<file path="config.mk">
export PLATFORM = sky130hd
export DESIGN_NAME = lcd_nibble_command_queue_top
export DESIGN_NICKNAME = d
export VERILOG_FILES = /design/src/hw/rtl/lncq_pkg.sv /design/src/hw/rtl/lncq_cell.sv /design/src/hw/rtl/lncq_chain.sv /design/src/hw/rtl/lcd_nibble_command_queue_top.sv
export VERILOG_INCLUDE_DIRS = /design/src /design/src/hw/rtl
export SDC_FILE = /design/constraint.sdc
export NUM_CORES = 1
export LEC_CHECK = 0
export BUFFER_PORTS_ARGS = -buffer_cell sky130_fd_sc_hd__buf_4
export CAP_MARGIN = 5
export CELL_PAD_IN_SITES_DETAIL_PLACEMENT = 0
export CELL_PAD_IN_SITES_GLOBAL_PLACEMENT = 2
export CORE_ASPECT_RATIO = 0.6
export CORE_UTILIZATION = 35
export DETAILED_ROUTE_END_ITERATION = 10
export PLACE_DENSITY_LB_ADDON = 0.08
export SYNTH_ARGS = -nofsm -noshare
export SYNTH_HDL_FRONTEND = slang
export SYNTH_SLANG_ARGS = --single-unit
</file>
<file path="constraint.sdc">
create_clock -name clk -period 6.4 [get_ports clk]
set_input_delay 0.32 -clock clk [delete_from_list [all_inputs] [get_ports clk]]
set_output_delay 0.32 -clock clk [all_outputs]
set_load 0.05 [all_outputs]
</file>
<file path="src/hw/rtl/assert_macros.svh">
// Assertion macros used by the top-level RTL file of the LCD nibble command queue.
`ifndef ASSERT_MACROS_SVH
`define ASSERT_MACROS_SVH
`ifndef NO_ASSERTIONS
`define ASSERT_NEVER(lbl, cond) \
  lbl: assert property (@(posedge clk) disable iff (rst) !(cond)) \
    else $error("assertion failed: condition must never hold");
`define ASSERT_IMPLIES(lbl, ante, cons) \
  lbl: assert property (@(posedge clk) disable iff (rst) (ante) |-> (cons)) \
    else $error("assertion failed: implication violated");
`define ASSERT_NEXT(lbl, ante, cons) \
  lbl: assert property (@(posedge clk) disable iff (rst) (ante) |=> (cons)) \
    else $error("assertion failed: next-cycle implication violated");
`else
`define ASSERT_NEVER(lbl, cond)
`define ASSERT_IMPLIES(lbl, ante, cons)
`define ASSERT_NEXT(lbl, ante, cons)
`endif
`endif

</file>
<file path="src/hw/rtl/lncq_pkg.sv">
// Types and constants shared by the LCD nibble command queue modules.
package lncq_pkg;

  localparam int TICK_RATE_W  = 14;
  localparam int ADDR_W       = 7;
  localparam int CFG_INDEX_W  = 4;
  localparam int CFG_DATA_W   = 14;
  localparam int TICKS_W      = 12;
  localparam int PROD_W       = 22;
  localparam int RECIP_PROD_W = 45;
  localparam int QUOT_W       = 13;
  localparam int RECIP_SHIFT  = 32;
  localparam int COUNTER_W    = 32;
  localparam int MAX_RESULTS  = 16;
  localparam int BURST_W      = $clog2(MAX_RESULTS);

  localparam logic [CFG_INDEX_W-1:0] REG_TICK_RATE      = 4'd0;
  localparam logic [CFG_INDEX_W-1:0] REG_DEVICE_ADDRESS = 4'd1;

  localparam logic [1:0] REQ_COMMAND = 2'd0;
  localparam logic [1:0] REQ_DATA    = 2'd1;
  localparam logic [1:0] REQ_TICK    = 2'd2;

  localparam logic [TICK_RATE_W-1:0] TICK_RATE_RESET = 14'd1000;
  localparam logic [ADDR_W-1:0]      DEVICE_ADDR_RESET = 7'd39;

  // ceil(2^32 / 1000); exact floor division for products below 2^22.
  localparam logic [RECIP_PROD_W-1:0] RECIP_1000 = 45'd4294968;
  localparam logic [QUOT_W-1:0]       DELAY_MAX  = 13'd4095;

  localparam logic [7:0] HI_MASK     = 8'hF0;
  localparam logic [7:0] CMD_EN      = 8'h0C;
  localparam logic [7:0] CMD_DIS     = 8'h08;
  localparam logic [7:0] DATA_EN     = 8'h0D;
  localparam logic [7:0] DATA_DIS    = 8'h09;

  typedef struct packed {
    logic [7:0]         value;
    logic               is_data;
    logic [TICKS_W-1:0] ticks;
  } entry_t;

  typedef struct packed {
    logic push;
    logic pop;
  } chain_ctl_t;

  typedef struct packed {
    logic load;
    logic shift;
  } cell_ctl_t;

endpackage

</file>
<file path="src/hw/rtl/lncq_cell.sv">
// One queue cell: holds an entry, loads a new one or takes its neighbor's.
module lncq_cell (
  input  logic                clk,
  input  lncq_pkg::cell_ctl_t ctl,
  input  lncq_pkg::entry_t    load_entry,
  input  lncq_pkg::entry_t    next_entry,
  output lncq_pkg::entry_t    entry
);

  always_ff @(posedge clk) begin
    if (ctl.shift) begin
      entry <= next_entry;
    end else if (ctl.load) begin
      entry <= load_entry;
    end
  end

endmodule

</file>
<file path="src/hw/rtl/lncq_chain.sv">
// Row of queue cells; the head sits in cell zero and pops shift toward it.
module lncq_chain #(
  parameter int DEPTH = 16,
  localparam int IDX_W = $clog2(DEPTH)
) (
  input  logic                 clk,
  input  lncq_pkg::chain_ctl_t ctl,
  input  logic [IDX_W-1:0]     wr_index,
  input  lncq_pkg::entry_t     wr_entry,
  output lncq_pkg::entry_t     head
);

  lncq_pkg::entry_t cells [DEPTH];

  for (genvar i = 0; i < DEPTH; i++) begin : g_cell
    lncq_pkg::cell_ctl_t cctl;
    lncq_pkg::entry_t    nbr;

    assign cctl.load  = ctl.push && (wr_index == IDX_W'(i));
    assign cctl.shift = ctl.pop;

    if (i == DEPTH - 1) begin : g_tail
      assign nbr = '0;
    end else begin : g_inner
      assign nbr = cells[i+1];
    end

    lncq_cell u_cell (
      .clk        (clk),
      .ctl        (cctl),
      .load_entry (wr_entry),
      .next_entry (nbr),
      .entry      (cells[i])
    );
  end

  assign head = cells[0];

endmodule

</file>
<file path="src/hw/rtl/lcd_nibble_command_queue_top.sv">
// Top level of the paced LCD nibble command queue with its control sequencer.
// Enqueue: the status word leaves via the recip and push states (the full state when full); words are taken in idle.
// Tick: bus frames leave from the burst state, one per cycle while the output is free, up to 16,
// ending early at a nonzero delay or an empty queue; a stalled output holds the word in work.
// Reset clears counters, queue fill and output valid, and restores registers;
// queue cell contents stay undefined until written.
`include "assert_macros.svh"

module lcd_nibble_command_queue_top #(
  parameter int QUEUE_DEPTH = 16
) (
  input  logic        clk,
  input  logic        rst,
  input  logic        s_tvalid,
  output logic        s_tready,
  input  logic [15:0] s_tdata,   // byte_value[7:0], delay_ms[15:8]
  input  logic [1:0]  s_tuser,   // req_type[1:0]
  output logic        m_tvalid,
  input  logic        m_tready,
  output logic [39:0] m_tdata,   // enqueue_status[0], target_address[7:1],
                                 // frame_byte0[15:8], frame_byte1[23:16],
                                 // frame_byte2[31:24], frame_byte3[39:32]
  output logic        m_tuser,   // result_kind[0]
  output logic        m_tlast,
  input  logic        cfg_valid,
  output logic        cfg_ready,
  input  logic [lncq_pkg::CFG_INDEX_W-1:0] cfg_index,
  input  logic [lncq_pkg::CFG_DATA_W-1:0]  cfg_data
);

  localparam int IDX_W = $clog2(QUEUE_DEPTH);
  localparam int CNT_W = $clog2(QUEUE_DEPTH + 1);

  typedef enum logic [2:0] {ST_IDLE, ST_RECIP, ST_PUSH, ST_FULL, ST_BURST} state_t;

  state_t state;
  logic [lncq_pkg::TICK_RATE_W-1:0]  tick_rate_hz;
  logic [lncq_pkg::ADDR_W-1:0]       device_address;
  logic [CNT_W-1:0]                  count;
  logic [lncq_pkg::COUNTER_W-1:0]    tick_counter;
  logic [lncq_pkg::COUNTER_W-1:0]    cooldown_until;
  logic [lncq_pkg::BURST_W-1:0]      burst_count;
  logic [7:0]                        req_byte;
  logic                              req_is_data;
  logic [lncq_pkg::PROD_W-1:0]       prod;
  logic [lncq_pkg::RECIP_PROD_W-1:0] recip_prod;

  logic                             out_free;
  logic                             out_load;
  logic                             s_accept;
  logic [lncq_pkg::COUNTER_W-1:0]   tick_counter_next;
  logic [lncq_pkg::QUOT_W-1:0]      quot;
  logic [lncq_pkg::TICKS_W-1:0]     ticks_sat;
  logic                             burst_end;
  logic [7:0]                       hi_nib;
  logic [7:0]                       lo_nib;
  logic [7:0]                       en_bits;
  logic [7:0]                       dis_bits;
  lncq_pkg::chain_ctl_t             cctl;
  lncq_pkg::entry_t                 wr_entry;
  lncq_pkg::entry_t                 head;

  assign cfg_ready = 1'b1;
  assign s_tready  = (state == ST_IDLE);
  assign s_accept  = s_tvalid && s_tready;
  assign out_free  = !m_tvalid || m_tready;
  assign out_load  = (state inside {ST_PUSH, ST_FULL, ST_BURST}) && out_free;

  assign tick_counter_next = tick_counter + 1'b1;
  assign quot = recip_prod[lncq_pkg::RECIP_SHIFT +: lncq_pkg::QUOT_W];
  assign ticks_sat = (quot > lncq_pkg::DELAY_MAX) ? lncq_pkg::DELAY_MAX[lncq_pkg::TICKS_W-1:0]
                                                  : quot[lncq_pkg::TICKS_W-1:0];

  assign wr_entry.value   = req_byte;
  assign wr_entry.is_data = req_is_data;
  assign wr_entry.ticks   = req_is_data ? '0 : ticks_sat;

  assign cctl.push = (state == ST_PUSH) && out_free;
  assign cctl.pop  = (state == ST_BURST) && out_free;

  assign burst_end = (head.ticks != '0) || (count == CNT_W'(1)) ||
                     (burst_count == lncq_pkg::BURST_W'(lncq_pkg::MAX_RESULTS - 1));

  assign hi_nib   = head.value & lncq_pkg::HI_MASK;
  assign lo_nib   = {head.value[3:0], 4'h0};
  assign en_bits  = head.is_data ? lncq_pkg::DATA_EN : lncq_pkg::CMD_EN;
  assign dis_bits = head.is_data ? lncq_pkg::DATA_DIS : lncq_pkg::CMD_DIS;

  lncq_chain #(.DEPTH(QUEUE_DEPTH)) u_chain (
    .clk      (clk),
    .ctl      (cctl),
    .wr_index (count[IDX_W-1:0]),
    .wr_entry (wr_entry),
    .head     (head)
  );

  always_ff @(posedge clk) begin
    if (rst) begin
      state          <= ST_IDLE;
      tick_rate_hz   <= lncq_pkg::TICK_RATE_RESET;
      device_address <= lncq_pkg::DEVICE_ADDR_RESET;
      count          <= '0;
      tick_counter   <= '0;
      cooldown_until <= '0;
      burst_count    <= '0;
      m_tvalid       <= 1'b0;
    end else begin
      if (cfg_valid && cfg_ready) begin
        case (cfg_index)
          lncq_pkg::REG_TICK_RATE:      tick_rate_hz <= cfg_data;
          lncq_pkg::REG_DEVICE_ADDRESS: device_address <= cfg_data[lncq_pkg::ADDR_W-1:0];
          default: ;
        endcase
      end

      if (out_load) begin
        m_tvalid <= 1'b1;
      end else if (m_tready) begin
        m_tvalid <= 1'b0;
      end

      case (state)
        ST_IDLE: begin
          if (s_accept) begin
            req_byte    <= s_tdata[7:0];
            req_is_data <= (s_tuser == lncq_pkg::REQ_DATA);
            prod <= lncq_pkg::PROD_W'(s_tdata[15:8]) * lncq_pkg::PROD_W'(tick_rate_hz);
            case (s_tuser)
              lncq_pkg::REQ_COMMAND, lncq_pkg::REQ_DATA: begin
                state <= (count == CNT_W'(QUEUE_DEPTH)) ? ST_FULL : ST_RECIP;
              end
              lncq_pkg::REQ_TICK: begin
                tick_counter <= tick_counter_next;
                burst_count  <= '0;
                if ((count != '0) && (tick_counter_next > cooldown_until)) begin
                  state <= ST_BURST;
                end
              end
              default: ;
            endcase
          end
        end
        ST_RECIP: begin
          recip_prod <= lncq_pkg::RECIP_PROD_W'(prod) * lncq_pkg::RECIP_1000;
          state      <= ST_PUSH;
        end
        ST_PUSH, ST_FULL: begin
          if (out_free) begin
            m_tuser  <= 1'b0;
            m_tlast  <= 1'b1;
            m_tdata  <= {39'd0, (state == ST_FULL)};
            if (state == ST_PUSH) begin
              count <= count + 1'b1;
            end
            state <= ST_IDLE;
          end
        end
        ST_BURST: begin
          if (out_free) begin
            m_tuser  <= 1'b1;
            m_tlast  <= burst_end;
            m_tdata  <= {lo_nib | dis_bits, lo_nib | en_bits,
                         hi_nib | dis_bits, hi_nib | en_bits, device_address, 1'b0};
            count       <= count - 1'b1;
            burst_count <= burst_count + 1'b1;
            if (burst_end) begin
              cooldown_until <= tick_counter + lncq_pkg::COUNTER_W'(head.ticks);
              state          <= ST_IDLE;
            end
          end
        end
        default: state <= ST_IDLE;
      endcase
    end
  end

  `ASSERT_NEVER(a_push_pop_overlap, cctl.push && cctl.pop)
  `ASSERT_NEVER(a_count_overflow, count > CNT_W'(QUEUE_DEPTH))
  `ASSERT_IMPLIES(a_pop_nonempty, cctl.pop, count != '0)
  `ASSERT_NEXT(a_push_counts, cctl.push, count == ($past(count) + 1'b1))

endmodule

</file>
== Word-level counts from Yosys, hierarchy flattened ==
Index checks and enable logic that the tools add are counted.

* Bits in registers: 549
* Bits of input ports: 41

* $add $sub $neg: 5
* $mul: 2
* $lt $le $gt $ge: 2
* Eq/ne operators: 33
* Multiplexer cells: 60
* Bitwise operators: 5
* Reductions and logical operators: 62

{| class="wikitable"
|+ Operator list
! operator !! count
|-
| 2-to-1 mux 21 bit || 30
|-
| 2-to-1 mux 40 bit || 2
|-
| one-hot mux 40 bit (2 select lines) || 1
|-
| multiplier 22 x 20 -> 42 bit (second input constant) || 1
|-
| equality test 4 bit (second input constant) || 9
|-
| nonzero test 2 bit || 18
|-
| adder 32 x 1 -> 32 bit (second input constant) || 1
|-
| adder 32 x 12 -> 32 bit || 1
|-
| > comparator 32 bit || 1
|-
| OR 8 x 4 -> 8 bit || 4
|-
| 2-to-1 mux 12 bit || 2
|-
| multiplier 8 x 14 -> 22 bit || 1
|-
| logical AND 1 bit || 21
|-
| equality test 4 x 3 -> 1 bit (second input constant) || 4
|-
| 2-to-1 mux 3 bit || 5
|-
| 2-to-1 mux 5 bit || 3
|-
| > comparator 13 x 12 -> 1 bit (second input constant) || 1
|-
| 2-to-1 mux 4 bit || 3
|-
| one-hot mux 3 bit (4 select lines) || 1
|-
| AND reduction 4 bit || 3
|-
| nonzero test 12 bit || 1
|-
| one-hot mux 5 bit (2 select lines) || 1
|-
| AND reduction 3 bit || 3
|-
| equality test 4 x 1 -> 1 bit (second input constant) || 2
|-
| other kinds (31) || 50
|}

== Logic depth before layout (Yosys ltp) ==
* Word-level depth: 7
* Depth in mapped cells: 21
* Mapped depth without buffers: 21

== Hierarchy ==
From an unflattened synthesis, not the netlist that was laid out.

* Cells, all modules: 2666
* Area, all modules: 31970.7 µm²

{| class="wikitable"
|+ By module, submodules not included
! module !! instances !! cells each !! area each (µm²)
|-
| lcd_nibble_command_queue_top || 1 || 1922 || 17515.5
|-
| lncq_cell || 16 || 45 || 895.9
|-
| lncq_chain || 1 || 24 || 121.4
|}

== Worst setup path after synthesis ==
No wires, ideal clock.

* Path type: reg2reg
* Start point: reg prod[7] (netlist name)
* End point: reg recip_prod[38] (netlist name) (data pin)
* Library setup time: 0.258 ns
* Arrival: 5.603 ns
* Slack: 0.540 ns
* Stages on the path, launching flop included: 22
* Clock period less this slack: 5.860 ns
* Cells stage by stage: edfxtp_1 -> ha_1 -> ha_1 -> fa_1 -> inv_1 -> fa_1 -> inv_1 -> fa_1 -> fa_1 -> inv_1 -> fa_1 -> inv_1 -> ha_1 -> a2111oi_0 -> o21ai_0 -> and3_1 -> a211o_1 -> o21ai_0 -> nand2b_1 -> a31o_2 -> a21oi_1 -> xnor2_1

* Longest elaborated chain between the ends: 1

{| class="wikitable"
|+ Ends and longest elaborated chain
! element !! RTL line !! text
|-
| start: declaration || lcd_nibble_command_queue_top.sv:45 || <nowiki>logic [lncq_pkg::PROD_W-1:0] prod;</nowiki>
|-
| start signal: assignment || lcd_nibble_command_queue_top.sv:127 || <nowiki>prod <= lncq_pkg::PROD_W'(s_tdata[15:8]) * lncq_pkg::PROD_W'(tick_rate_hz);</nowiki>
|-
| multiplier 22 x 20 -> 42 bit || lcd_nibble_command_queue_top.sv:144 || <nowiki>recip_prod <= lncq_pkg::RECIP_PROD_W'(prod) * lncq_pkg::RECIP_1000;</nowiki>
|-
| end signal: assignment || lcd_nibble_command_queue_top.sv:144 ||
|-
| end: declaration || lcd_nibble_command_queue_top.sv:46 || <nowiki>logic [lncq_pkg::RECIP_PROD_W-1:0] recip_prod;</nowiki>
|}

Every way passes these cells.
A chain may end at the register's enable or synchronous reset.

== Final worst setup path ==
* Start point: reg prod[7] (netlist name)
* End point: reg recip_prod[41] (netlist name) (data pin)

The elaborated chain is that of the path after synthesis.

==> out/results.tsv <==
stage	metric	value	unit
synthesis	seq_area_frac_synth	45.16	%
cts	cts_tree	done	
status	status	finished with violations	
die	die_height	230.3	um
grt	grt_util_met1	33.17	%
synthesis	synth_edf_count	378	
setup_path	start_kind	flip-flop	
job	max_cap_viol_count	0	
sta	fmax	0.1616	GHz
sta	slew_headroom	29.60	%
die	fp.coreArea	85780	um^2
placement	io_buffers	78	
sta	grt_setup_unrepaired	false	
drt	wl_per_cell	20.39	um
synthesis	yosys-top-cells-count	edfxtp_1 (378), a21o_1 (344), inv_1 (330)	
grt	use_met3	3.380	%
die	ios	86	
cts	clk_pin_slew	0.07	ns
cts	cts-root-buf	clkbuf_16	
sta	finalCritPeriodShare	96.71	%
die	rows	83	
synthesis	ys_warn_count	0	
grt	gr-usage-all-layers	18.52	%
die	die_w	382.5	um
synthesis	synth_area	30410	um^2
finish	syn2layout_area_growth	12.43	%
drt	first_iter_violations	1293	
status	violations	DRC	
placement	gp_congestion	0.8693	
sta	setup_violations	0	
setup_path	cp_slowest_cell	fa_1	
grt	grt_pass1_vias	19260	
synthesis	yosys.cell_types.count	68	
setup_path	worst_setup_path_end_kind	flip-flop	
setup_path	crit_arrival	6.56	ns
grt	grt_first_pass_wirelength	124.0	mm
synthesis	avgSynthCellArea	11.20	um^2
sta	worst_slew_pin_slew	1.052	ns
sta	finClkSkew	0.02771	ns
drt	ant_nets	0	
cts	cts.sinks	497	
synthesis	synthTopCellsByArea	edfxtp_1 (37%), fa_1 (11%), ha_1 (11%), a21o_1 (8.5%), dfxtp_1 (7.8%)	
setup_path	path_class	reg -> reg	
setup_path	cp_max_fo	4	
synthesis	synth_cells	2715	
setup_path	crit_top_cell	fa_1	
finish	nNetsFinal	3244	
cts	numCtsBuffers	52	
grt	globalRoute.busiestLayer	met1	
drt	vias_per_cell	4.921	
setup_path	max_stage_delay	0.71	ns
grt	antenna_found_initial	1	
grt	overflow	0	
synthesis	post-synth-top-count-cell	edfxtp_1	
grt	grt_max_degree	183	
die	start_util	35.45	%
cts	htreeDepth	2	
die	dieArea	88110	um^2
drt	vias	19460	
sta	min_period	6.190	ns
cts	clockBufferDepth	3	
placement	dp_hpwl	59.62	mm
setup_path	critical_path_required	6.77	ns
worst_hold_path	min_path_type	in -> reg	
synthesis	async_reset_ff_share	0	%
sta	drv_slew	0	
synthesis	synth.ff_latch_count	497	
finish	drive_gt1_share	8.696	%
cts	clk_latency	0.63	ns
setup_path	path_cells	buf_4 -> buf_4 -> ha_1 -> ha_1 -> fa_1 -> inv_1 -> fa_1 -> fa_1 -> inv_1 -> fa_1 -> ha_1 -> nand2_1 -> o21ai_4 -> nand3_1 -> a31oi_2 -> o21ai_2 -> buf_4 -> o21ai_2 -> and2_1 -> a21oi_2 -> xnor2_1	
sta	final_hold_viol_count	0	
drt	drt-total-wl	80.62	mm
synthesis	yosysTopAreaCell	edfxtp_1	
synthesis	synth_top_area_share	37.33	%
finish	fillers	8342	
drt	dr.pass1.iters	8	
drt	drcViolationCount	20	
finish	finalCoreUtilization	39.86	%
synthesis	ys_dominant_reg_cell	edfxtp_1	
grt	grt_use_met2	21.60	%
[kinds of logic (layout without fill, tap and decap cells)]
logic type | after synthesis | in the layout | synth area share (%)
AOI/OAI and AO/OA | 582 | 582 | 13.16
xor gates and xnor gates | 109 | 109 | 3.139
adders and majority gates | 441 | 441 | 22.34
buffers and inverters | 497 | 583 | 6.505
DFF | 497 | 497 | 45.16
muxes | 12 | 12 | 0.3950
other | 2 | 8 | 0.02470
and+or+nand+nor | 575 | 575 | 9.274
[what timing repair did]
| item | CTS | global route |
|---|---|---|
| endpoints found under the setup margin | 8 | 6 |
| endpoints found under the hold margin | 30 | 0 |
| gates resized for setup | 7 | 7 |
| buffers inserted | 0 | 7 |
| hold buffers | 23 | 0 |
| pin swaps | 1 | 4 |
[path summary, 6_finish.rpt]
path / start / endpoint / slack [ns] / cells past startpoint
worst max-delay path: prod[7] / recip_prod[41] / 0.21 / 21
worst max register to register: prod[7] / recip_prod[41] / 0.21 / 21
worst min register to register: cooldown_until[4] / cooldown_until[4] / 0.45 / 2
worst min-delay path: s_tuser[0] / req_is_data / 0.05 / 3
[stage by stage]
stage	TNS, ns	hold WS (ns)	worst slack [ns]	std cells	cell area [um^2]
final	0	0.05212	0.2104	3954	34190
after global routing	0	0.04019	0.02414	3953	34190
after CTS	0	0.01003	0.06994	3946	34090
after detailed placement	-2.558	0.4464	-0.4894	3825	32220
after global placement	-2.968	0.4392	-0.5159	3825	32220
after floorplan	0	0.4189	0.5399	2720	30430
[critical path, delay by kind of cell (launching register included)]
| kind | cells | cell delay (ns) |
|---|---|---|
| adders and majority gates | 7 | 3.05 |
| AOI/OAI and AO/OA | 5 | 1.04 |
| and+or+nand+nor | 3 | 0.65 |
| buffers and inverters | 5 | 0.64 |
| DFF | 1 | 0.43 |
| xor gates and xnor gates | 1 | 0.12 |
[cells in the final DEF, fill, tap and decap left out, types with 66 or more instances in the layout]
master	Yosys	final
edfxtp_1	378	378
a21o_1	344	344
inv_1	330	330
ha_1	271	270
nand2_1	221	220
fa_1	170	170
buf_4	25	130
dfxtp_1	119	119
a21oi_1	93	91
nor2_1	92	89
and2_1	66	66
[sequential cells by signal, summed over array words and instances (netlist names)]
name and count:
req_byte 8, tick_rate_hz 14, cooldown_until 32, req_is_data 1
prod 22, count 5, m_tlast 1, state 3
m_tvalid 1, recip_prod 13, device_address 7, m_tdata 18
burst_count 4, tick_counter 32, u_chain.g_cell.u_cell.entry 336
[cell type report]
class / instances / area [um^2] / share of cell area, %
Inverter: 331 / 1242 / 3.634
Clock inverter: 18 / 191.4 / 0.5599
Antenna cell: 1 / 2.502 / 0.007320
Multi-Input combinational cell: 1726 / 14920 / 43.64
Timing Repair Buffer: 154 / 1226 / 3.587
Tap cell: 1147 / 1435 / 4.198
Sequential cell: 497 / 13730 / 40.17
Clock buffer: 80 / 1436 / 4.201
[per-layer routing]
layer / wire (um) / vias to the layer above
met3: 4037 / 63
met5: 0 / -
li1: - / 9384
met2: 27500 / 315
met1: 48120 / 9695
met4: 962 / 0
Power is left out: the tool's default activity adds up to more than one toggle a clock period on the data nets, which glitch-free logic cannot reach.
